==> config.mk <==
export PLATFORM = sky130hd
export DESIGN_NAME = line_color_gradient_top
export DESIGN_NICKNAME = d
export VERILOG_FILES = /design/src/lcg_pkg.sv /design/src/lcg_ratio.sv /design/src/lcg_lane.sv /design/src/line_color_gradient_top.sv
export SDC_FILE = /design/constraint.sdc
export NUM_CORES = 2
export LEC_CHECK = 0
export ABC_CLOCK_PERIOD_IN_PS = 11870
export CORE_MARGIN = 4
export CORE_UTILIZATION = 64
export DETAILED_ROUTE_END_ITERATION = 8
export DONT_BUFFER_PORTS = 1
export GPL_ROUTABILITY_DRIVEN = 0
export PLACE_DENSITY = 0.81
export REMOVE_ABC_BUFFERS = 1
export SLEW_MARGIN = 0
export SYNTH_ARGS = -nofsm -noshare
export SYNTH_HDL_FRONTEND = slang
export SYNTH_SLANG_ARGS = --single-unit
==> constraint.sdc <==
create_clock -name clock -period 11.87 [get_ports clock]
set_input_delay 0.5935 -clock clock [delete_from_list [all_inputs] [get_ports clock]]
set_output_delay 0.5935 -clock clock [all_outputs]
set_load 0.02 [all_outputs]
==> src/lcg_pkg.sv <==
package lcg_pkg;

   localparam int COORD_BITS      = 16;
   localparam int RATIO_FRAC_BITS = 16;
   localparam int CHAN_BITS       = 8;
   localparam int CHANNELS        = 3;
   localparam int COLOR_BITS      = CHAN_BITS * CHANNELS;

   localparam int DIFF_BITS  = COORD_BITS + 1;
   localparam int RATIO_BITS = RATIO_FRAC_BITS + 1;
   localparam int DIV_STAGES = RATIO_FRAC_BITS + 1;
   localparam int PROD_BITS  = CHAN_BITS + 1 + RATIO_BITS + 1;

   localparam logic [RATIO_BITS-1:0] RATIO_ONE  = {1'b1, {RATIO_FRAC_BITS{1'b0}}};
   localparam logic [RATIO_BITS-1:0] RATIO_ZERO = '0;

   typedef struct packed {
      logic                  pass;
      logic [COLOR_BITS-1:0] begin_color;
      logic [COLOR_BITS-1:0] finish_color;
   } side_type;

   typedef struct packed {
      logic hold;
      logic one;
   } force_type;

endpackage

==> src/lcg_ratio.sv <==
module lcg_ratio import lcg_pkg::*; (
   input  logic                         clock,
   input  logic                         reset,
   input  logic                         in_valid,
   output logic                         in_ready,
   input  logic signed [DIFF_BITS-1:0]  in_pos,
   input  logic signed [DIFF_BITS-1:0]  in_span,
   input  side_type                     in_side,
   output logic                         out_valid,
   input  logic                         out_ready,
   output logic [RATIO_BITS-1:0]        out_ratio,
   output side_type                     out_side
);

   logic                       valid_ff [DIV_STAGES];
   logic                       ready    [DIV_STAGES+1];
   logic [DIFF_BITS-1:0]       rem_ff   [DIV_STAGES];
   logic [DIFF_BITS-1:0]       den_ff   [DIV_STAGES];
   logic [RATIO_FRAC_BITS-1:0] quo_ff   [DIV_STAGES];
   force_type                  frc_ff   [DIV_STAGES];
   side_type                   side_ff  [DIV_STAGES];

   logic                 pos_neg;
   logic                 span_neg;
   logic [DIFF_BITS-1:0] apos;
   logic [DIFF_BITS-1:0] aspan;
   logic                 behind;
   logic                 beyond;
   logic                 zero_span;
   force_type            frc_in;

   always_comb begin
      pos_neg   = in_pos[DIFF_BITS-1];
      span_neg  = in_span[DIFF_BITS-1];
      apos      = pos_neg  ? DIFF_BITS'(-in_pos)  : DIFF_BITS'(in_pos);
      aspan     = span_neg ? DIFF_BITS'(-in_span) : DIFF_BITS'(in_span);
      zero_span = (in_span == '0);
      behind    = (in_pos == '0) || (pos_neg != span_neg);
      beyond    = (apos >= aspan);
      frc_in.hold = zero_span || behind || beyond;
      frc_in.one  = zero_span || (!behind && beyond);
   end

   assign ready[DIV_STAGES] = out_ready;
   assign in_ready          = ready[0];

   for (genvar i = 0; i < DIV_STAGES; i++) begin : g_ready
      assign ready[i] = !valid_ff[i] || ready[i+1];
   end

   always_ff @(posedge clock) begin
      if (reset) begin
         valid_ff[0] <= 1'b0;
      end else if (ready[0]) begin
         valid_ff[0] <= in_valid;
      end
      if (ready[0] && in_valid) begin
         rem_ff[0]  <= apos;
         den_ff[0]  <= aspan;
         quo_ff[0]  <= '0;
         frc_ff[0]  <= frc_in;
         side_ff[0] <= in_side;
      end
   end

   for (genvar i = 1; i < DIV_STAGES; i++) begin : g_div
      logic [DIFF_BITS:0] trial;
      logic               fits;

      assign trial = {rem_ff[i-1], 1'b0};
      assign fits  = (trial >= {1'b0, den_ff[i-1]});

      always_ff @(posedge clock) begin
         if (reset) begin
            valid_ff[i] <= 1'b0;
         end else if (ready[i]) begin
            valid_ff[i] <= valid_ff[i-1];
         end
         if (ready[i] && valid_ff[i-1]) begin
            rem_ff[i]  <= fits ? DIFF_BITS'(trial - {1'b0, den_ff[i-1]}) : DIFF_BITS'(trial);
            den_ff[i]  <= den_ff[i-1];
            quo_ff[i]  <= {quo_ff[i-1][RATIO_FRAC_BITS-2:0], fits};
            frc_ff[i]  <= frc_ff[i-1];
            side_ff[i] <= side_ff[i-1];
         end
      end
   end

   always_comb begin
      out_valid = valid_ff[DIV_STAGES-1];
      out_side  = side_ff[DIV_STAGES-1];
      if (frc_ff[DIV_STAGES-1].hold) begin
         out_ratio = frc_ff[DIV_STAGES-1].one ? RATIO_ONE : RATIO_ZERO;
      end else begin
         out_ratio = {1'b0, quo_ff[DIV_STAGES-1]};
      end
   end

endmodule

==> src/lcg_lane.sv <==
module lcg_lane import lcg_pkg::*; (
   input  logic                  clock,
   input  logic                  load,
   input  logic [CHAN_BITS-1:0]  start_chan,
   input  logic [CHAN_BITS-1:0]  end_chan,
   input  logic [RATIO_BITS-1:0] ratio,
   output logic [CHAN_BITS-1:0]  mix
);

   logic signed [CHAN_BITS:0]   diff;
   logic signed [PROD_BITS-1:0] prod_in;
   logic signed [PROD_BITS-1:0] prod_ff;
   logic [CHAN_BITS-1:0]        start_ff;
   logic signed [PROD_BITS-1:0] base;
   logic signed [PROD_BITS-1:0] sum;

   assign diff    = $signed({1'b0, end_chan}) - $signed({1'b0, start_chan});
   assign prod_in = PROD_BITS'(diff) * PROD_BITS'($signed({1'b0, ratio}));

   always_ff @(posedge clock) begin
      if (load) begin
         prod_ff  <= prod_in;
         start_ff <= start_chan;
      end
   end

   assign base = $signed(PROD_BITS'({start_ff, {RATIO_FRAC_BITS{1'b0}}}));
   assign sum  = base + prod_ff;
   assign mix  = sum[RATIO_FRAC_BITS +: CHAN_BITS];

endmodule

==> src/line_color_gradient_top.sv <==
// Blends an RGB888 color for each pixel of a line segment, one request per clock
// while the response is not stalled. The position ratio along the major axis is
// divided out one quotient bit per pipeline stage; a request passes through an
// input register, the divider stages, a lane register and the output register, and
// a new request can enter every cycle while the response is not stalled. Three
// channel lanes blend red, green and blue in parallel, and an output register holds
// the packed color; a pixel already at the end color is passed through unchanged.
// Stages that hold no request fill while the output is stalled.
module line_color_gradient_top import lcg_pkg::*; (
   input  logic                          clock,
   input  logic                          reset,
   input  logic                          req_valid,
   output logic                          req_stall,
   input  logic                          req_x_major,
   input  logic signed [COORD_BITS-1:0]  req_pixel_x,
   input  logic signed [COORD_BITS-1:0]  req_pixel_y,
   input  logic signed [COORD_BITS-1:0]  req_begin_x,
   input  logic signed [COORD_BITS-1:0]  req_begin_y,
   input  logic signed [COORD_BITS-1:0]  req_finish_x,
   input  logic signed [COORD_BITS-1:0]  req_finish_y,
   input  logic [COLOR_BITS-1:0]         req_pixel_color,
   input  logic [COLOR_BITS-1:0]         req_begin_color,
   input  logic [COLOR_BITS-1:0]         req_finish_color,
   output logic                          rsp_valid,
   input  logic                          rsp_stall,
   output logic [COLOR_BITS-1:0]         rsp_blended_color
);

   logic signed [COORD_BITS-1:0] cur;
   logic signed [COORD_BITS-1:0] beg;
   logic signed [COORD_BITS-1:0] fin;
   logic signed [DIFF_BITS-1:0]  pos_in;
   logic signed [DIFF_BITS-1:0]  span_in;
   side_type                     side_in;

   logic                         s1_valid_ff;
   logic signed [DIFF_BITS-1:0]  pos_ff;
   logic signed [DIFF_BITS-1:0]  span_ff;
   side_type                     s1_side_ff;
   logic                         s1_ready;

   logic                         div_in_ready;
   logic                         div_valid;
   logic [RATIO_BITS-1:0]        div_ratio;
   side_type                     div_side;

   logic                         mx_valid_ff;
   side_type                     mx_side_ff;
   logic                         mx_ready;
   logic                         mx_load;
   logic [CHAN_BITS-1:0]         mix [CHANNELS];

   logic                         rsp_valid_ff;
   logic [COLOR_BITS-1:0]        rsp_color_ff;
   logic [COLOR_BITS-1:0]        rsp_color_in;
   logic                         rsp_ready;

   assign rsp_ready = !rsp_valid_ff || !rsp_stall;
   assign mx_ready  = !mx_valid_ff || rsp_ready;
   assign s1_ready  = !s1_valid_ff || div_in_ready;
   assign req_stall = !s1_ready;
   assign mx_load   = mx_ready && div_valid;

   always_comb begin
      cur = req_x_major ? req_pixel_x  : req_pixel_y;
      beg = req_x_major ? req_begin_x  : req_begin_y;
      fin = req_x_major ? req_finish_x : req_finish_y;
      pos_in  = DIFF_BITS'(cur) - DIFF_BITS'(beg);
      span_in = DIFF_BITS'(fin) - DIFF_BITS'(beg);
      side_in.pass         = (req_pixel_color == req_finish_color);
      side_in.begin_color  = req_begin_color;
      side_in.finish_color = req_finish_color;
   end

   always_ff @(posedge clock) begin
      if (reset) begin
         s1_valid_ff <= 1'b0;
      end else if (s1_ready) begin
         s1_valid_ff <= req_valid;
      end
      if (s1_ready && req_valid) begin
         pos_ff     <= pos_in;
         span_ff    <= span_in;
         s1_side_ff <= side_in;
      end
   end

   lcg_ratio u_ratio (
      .clock     (clock),
      .reset     (reset),
      .in_valid  (s1_valid_ff),
      .in_ready  (div_in_ready),
      .in_pos    (pos_ff),
      .in_span   (span_ff),
      .in_side   (s1_side_ff),
      .out_valid (div_valid),
      .out_ready (mx_ready),
      .out_ratio (div_ratio),
      .out_side  (div_side)
   );

   for (genvar c = 0; c < CHANNELS; c++) begin : g_lane
      lcg_lane u_lane (
         .clock      (clock),
         .load       (mx_load),
         .start_chan (div_side.begin_color[c*CHAN_BITS +: CHAN_BITS]),
         .end_chan   (div_side.finish_color[c*CHAN_BITS +: CHAN_BITS]),
         .ratio      (div_ratio),
         .mix        (mix[c])
      );
   end

   always_ff @(posedge clock) begin
      if (reset) begin
         mx_valid_ff <= 1'b0;
      end else if (mx_ready) begin
         mx_valid_ff <= div_valid;
      end
      if (mx_load) begin
         mx_side_ff <= div_side;
      end
   end

   always_comb begin
      rsp_color_in = '0;
      for (int c = 0; c < CHANNELS; c++) begin
         rsp_color_in[c*CHAN_BITS +: CHAN_BITS] = mix[c];
      end
      if (mx_side_ff.pass) begin
         rsp_color_in = mx_side_ff.finish_color;
      end
   end

   always_ff @(posedge clock) begin
      if (reset) begin
         rsp_valid_ff <= 1'b0;
      end else if (rsp_ready) begin
         rsp_valid_ff <= mx_valid_ff;
      end
      if (rsp_ready && mx_valid_ff) begin
         rsp_color_ff <= rsp_color_in;
      end
   end

   assign rsp_valid         = rsp_valid_ff;
   assign rsp_blended_color = rsp_color_ff;

endmodule
==> flow_summary_export.csv <==
group,metric,value,unit
run_status,status,"finished clean",
cts,worstSkewPairLatency,0.82,ns
drt,wl_per_cell,20.5,um
cts,htreeDepth,4,
cts,cts.path.max_buffers,3,
logic_synthesis,synthAdderAreaFrac,15.4,%
logic_synthesis,synth_cell_type_count,87,
floorplanning,initial_core_util,64.5,%
cts,hold_buffers,51,
power,p_per_area,135,nW/um^2
sta,setup_viol,0,
global_route,grt.overflow.total,0,
global_route,grt_use_total,24.1,%
logic_synthesis,yosys_warnings,0,
power,ir_drop,0.173,mV
global_route,grt_pass1_wl,267000,um
logic_synthesis,synth-seq-area-share,60.8,%
sta,hold_viol,0,
worst_setup_path,crit_path_end_kind,"flop",
sta,skew,0.0585,ns
worst_setup_path,cp_slowest_cell,"fa_1",
worst_setup_path,cp_data_required_time,12.38,ns
power,p_leak,36.3,nW
cts,clk_pin_slew,0.06,ns
logic_synthesis,synth_seq_cells,1747,
logic_synthesis,synth-main-ff-cell,"edfxtp_1",
cells_and_area,area_growth,9.94,%
drt,dr.first_iter.drc_count,3750,
sta,post-route-period-util,62.3,%
sta,period_minus_slack,7.40,ns
drt,drt-vias-per-instance,5.83,
cells_and_area,final_cell_area,94800,sq um
global_route,antenna_found_initial,3,
worst_setup_path,path_buf_inv,5,
floorplanning,rows,134,
global_route,grt_max_degree,75,
logic_synthesis,synth_top_family_by_area,"adder cells",
worst_setup_path,path_max_fanout,17,
sta,rsz0062_at_grt,"false",
logic_synthesis,syn_area,86200,sq um
cells_and_area,drive_gt1_share,9.59,%
cts,cts_root_buffer,"clkbuf_16",
worst_setup_path,critical-path-top-delay-family,"adder cells",
placement,portBuffers,0,
power,finalPower,0.0128,W
logic_synthesis,synthArstFlopShare,0,%
drt,first_pass_iters,7,
drt,wl_met2,87700,um
cells_and_area,n_antenna_cell,0,
cells_and_area,nets,7329,
logic_synthesis,syn_avg_cell_area,14.1,sq um
logic_synthesis,synth_mux_area_share,3.14,%
placement,dpl.hpwl,117000,um
sta,tns,0,ns
placement,placed_area,88600,sq um
worst_setup_path,crit_top_cell,"fa_1",
floorplanning,top_level_ports,199,
drt,postRouteAntennaNets,0,
logic_synthesis,synthCells,6116,
cts,cts_setup_buffers,0,
drt,wl_met1,64000,um
cts,cts.repair.resized,0,
drt,met3_length,8900,um
drt,drc,0,
floorplanning,die_y,375,um
sta,maxSlewViolCount,0,
global_route,first_global_vias,50121,
logic_synthesis,synth-edff-count,1744,
cts,cts_tree,"done",
floorplanning,core-area,134000,sq um
drt,highest-signal-layer,"met5",
logic_synthesis,synth_xor_area_share,3.34,%
sta,maxSlewHeadroom,21.0,%
job,max_cap_violations,0,
worst_setup_path,critPathLaunchType,"flop",
cts,cts_sinks,1747,
worst_hold_path,hp-class,"input port to flop",
worst_setup_path,cp_data_arrival_time,7.91,ns
logic_synthesis,synth-compound-area-share,6.02,%
drt,vias,47844,
cts,cts_buffers,170,
sta,fmax,135,MHz
drt,wl,168000,um
sta,max_slew.worst_pin.slew,1.18,ns
floorplanning,die_x,375,um
floorplanning,dieArea,141000,sq um
worst_setup_path,crit_type,"flop to flop",
logic_synthesis,yosys.area_share.simple,7.89,%
worst_setup_path,slowest_delay,0.56,ns
[path summary, 6_finish.rpt]
| kind | from | end | slack [ns] | depth (start not counted) |
|---|---|---|---|---|
| worst min-delay path | rsp_stall | mx_valid_ff$_SDFFE_PP0P_ | 0.09 | 2 |
| worst min register to register | u_ratio.side_ff[0][259]$_DFFE_PP_ | u_ratio.side_ff[0][308]$_DFFE_PP_ | 0.41 | 0 |
| worst max-delay path | u_ratio.side_ff[0][817]$_DFFE_PP_ | g_lane[1].u_lane.prod_ff[23]$_DFFE_PP_ | 4.47 | 28 |
| worst max register to register | u_ratio.side_ff[0][817]$_DFFE_PP_ | g_lane[1].u_lane.prod_ff[23]$_DFFE_PP_ | 4.47 | 28 |
[flip-flops by register name (all words and copies together), names as in the netlist]
register                cells
g_lane.u_lane.prod_ff      24
u_ratio.valid_ff           17
s1_side_ff                 49
u_ratio.den_ff            272
span_ff                    17
u_ratio.side_ff           833
mx_side_ff                 25
pos_ff                     17
rsp_blended_color          24
rsp_valid                   1
u_ratio.quo_ff            136
s1_valid_ff                 1
mx_valid_ff                 1
g_lane.u_lane.start_ff     24
u_ratio.frc_ff             34
u_ratio.rem_ff            272
[cells by family (layout without fill, tap and decap cells)]
family,after synthesis,count (layout)
compound gates,800,800
xor+xnor,329,329
fa+ha+maj,861,861
buf+inv,754,1072
flops,1747,1747
mux,243,243
simple gates,1382,1382
[synthesized netlist by cell type, drive strengths merged, types with 175 or more instances]
cell type	count	area (sq um)
nand2	215	807
fa	338	6770
inv	647	2430
mux2	211	2390
a21oi	246	1230
xnor2	228	2000
ha	523	6540
o21ai	197	1030
edfxtp	1744	52400
nor2	495	1870
nand2b	175	1090
[through the flow]
step | instances | setup slack [ns] | hold WS [ns] | util [%]
CTS | 8202 | 4.44 | 0.0200 | 70.9
global route | 8202 | 4.07 | 0.0620 | 70.9
floorplan | 6009 | 2.96 | 0.400 | -
global placement | 7840 | 4.73 | 0.400 | 66.3
finish | 8202 | 4.47 | 0.0859 | 70.9
detailed placement | 7840 | 4.54 | 0.405 | 66.3
[metal layers]
layer  vias to the layer above  global-route usage (%)
met4                         4                    10.1
met1                     23516                    28.7
li1                      22191                       -
met5                         -                       0
met3                       451                    3.79
met2                      1682                    43.7
[cell type report]
class | count | area, sq um
clock inverter | 113 | 1330
sequential | 1747 | 52400
tap | 1768 | 2210
inverter | 647 | 2430
clock buffer | 198 | 4370
fill | 8406 | 38800
multi-input combinational | 3615 | 31000
timing repair buffer | 114 | 983
[cells in the final DEF, fill, tap and decap left out, types with 18 or more instances in the layout]
master / Yosys / layout
nand2_1: 215 / 215
nand4_1: 46 / 46
clkbuf_16: 0 / 170
or3_1: 39 / 39
a21oi_1: 245 / 245
o21a_1: 66 / 65
nand2b_1: 175 / 175
ha_1: 523 / 523
a31oi_1: 18 / 18
mux2_2: 184 / 184
fa_1: 338 / 338
a211oi_1: 20 / 20
and2_1: 29 / 22
nor2_1: 490 / 487
nor3_1: 84 / 84
o21ai_0: 180 / 180
a21o_1: 74 / 74
xor2_1: 101 / 101
and3_1: 28 / 28
o31ai_1: 20 / 19
clkinv_1: 0 / 30
nor2b_1: 99 / 93
mux2i_1: 32 / 32
nand3_1: 61 / 61
dlygate4sd3_1: 0 / 51
mux2_1: 23 / 23
edfxtp_1: 1744 / 1744
clkbuf_1: 90 / 27
nor4_1: 29 / 29
buf_4: 2 / 63
xnor2_1: 228 / 228
inv_1: 647 / 647
or2_2: 48 / 48
clkinv_2: 0 / 31
[power by group]
group	internal (W)	leakage (nW)	total (W)	switching (W)
clock network	0.00306	2.76	0.00540	0.00234
logic	0.000236	17.7	0.000519	0.000283
registers	0.00682	15.9	0.00687	0.0000503
total	0.0101	36.3	0.0128	0.00267
Power figures use the tool's default switching activity.
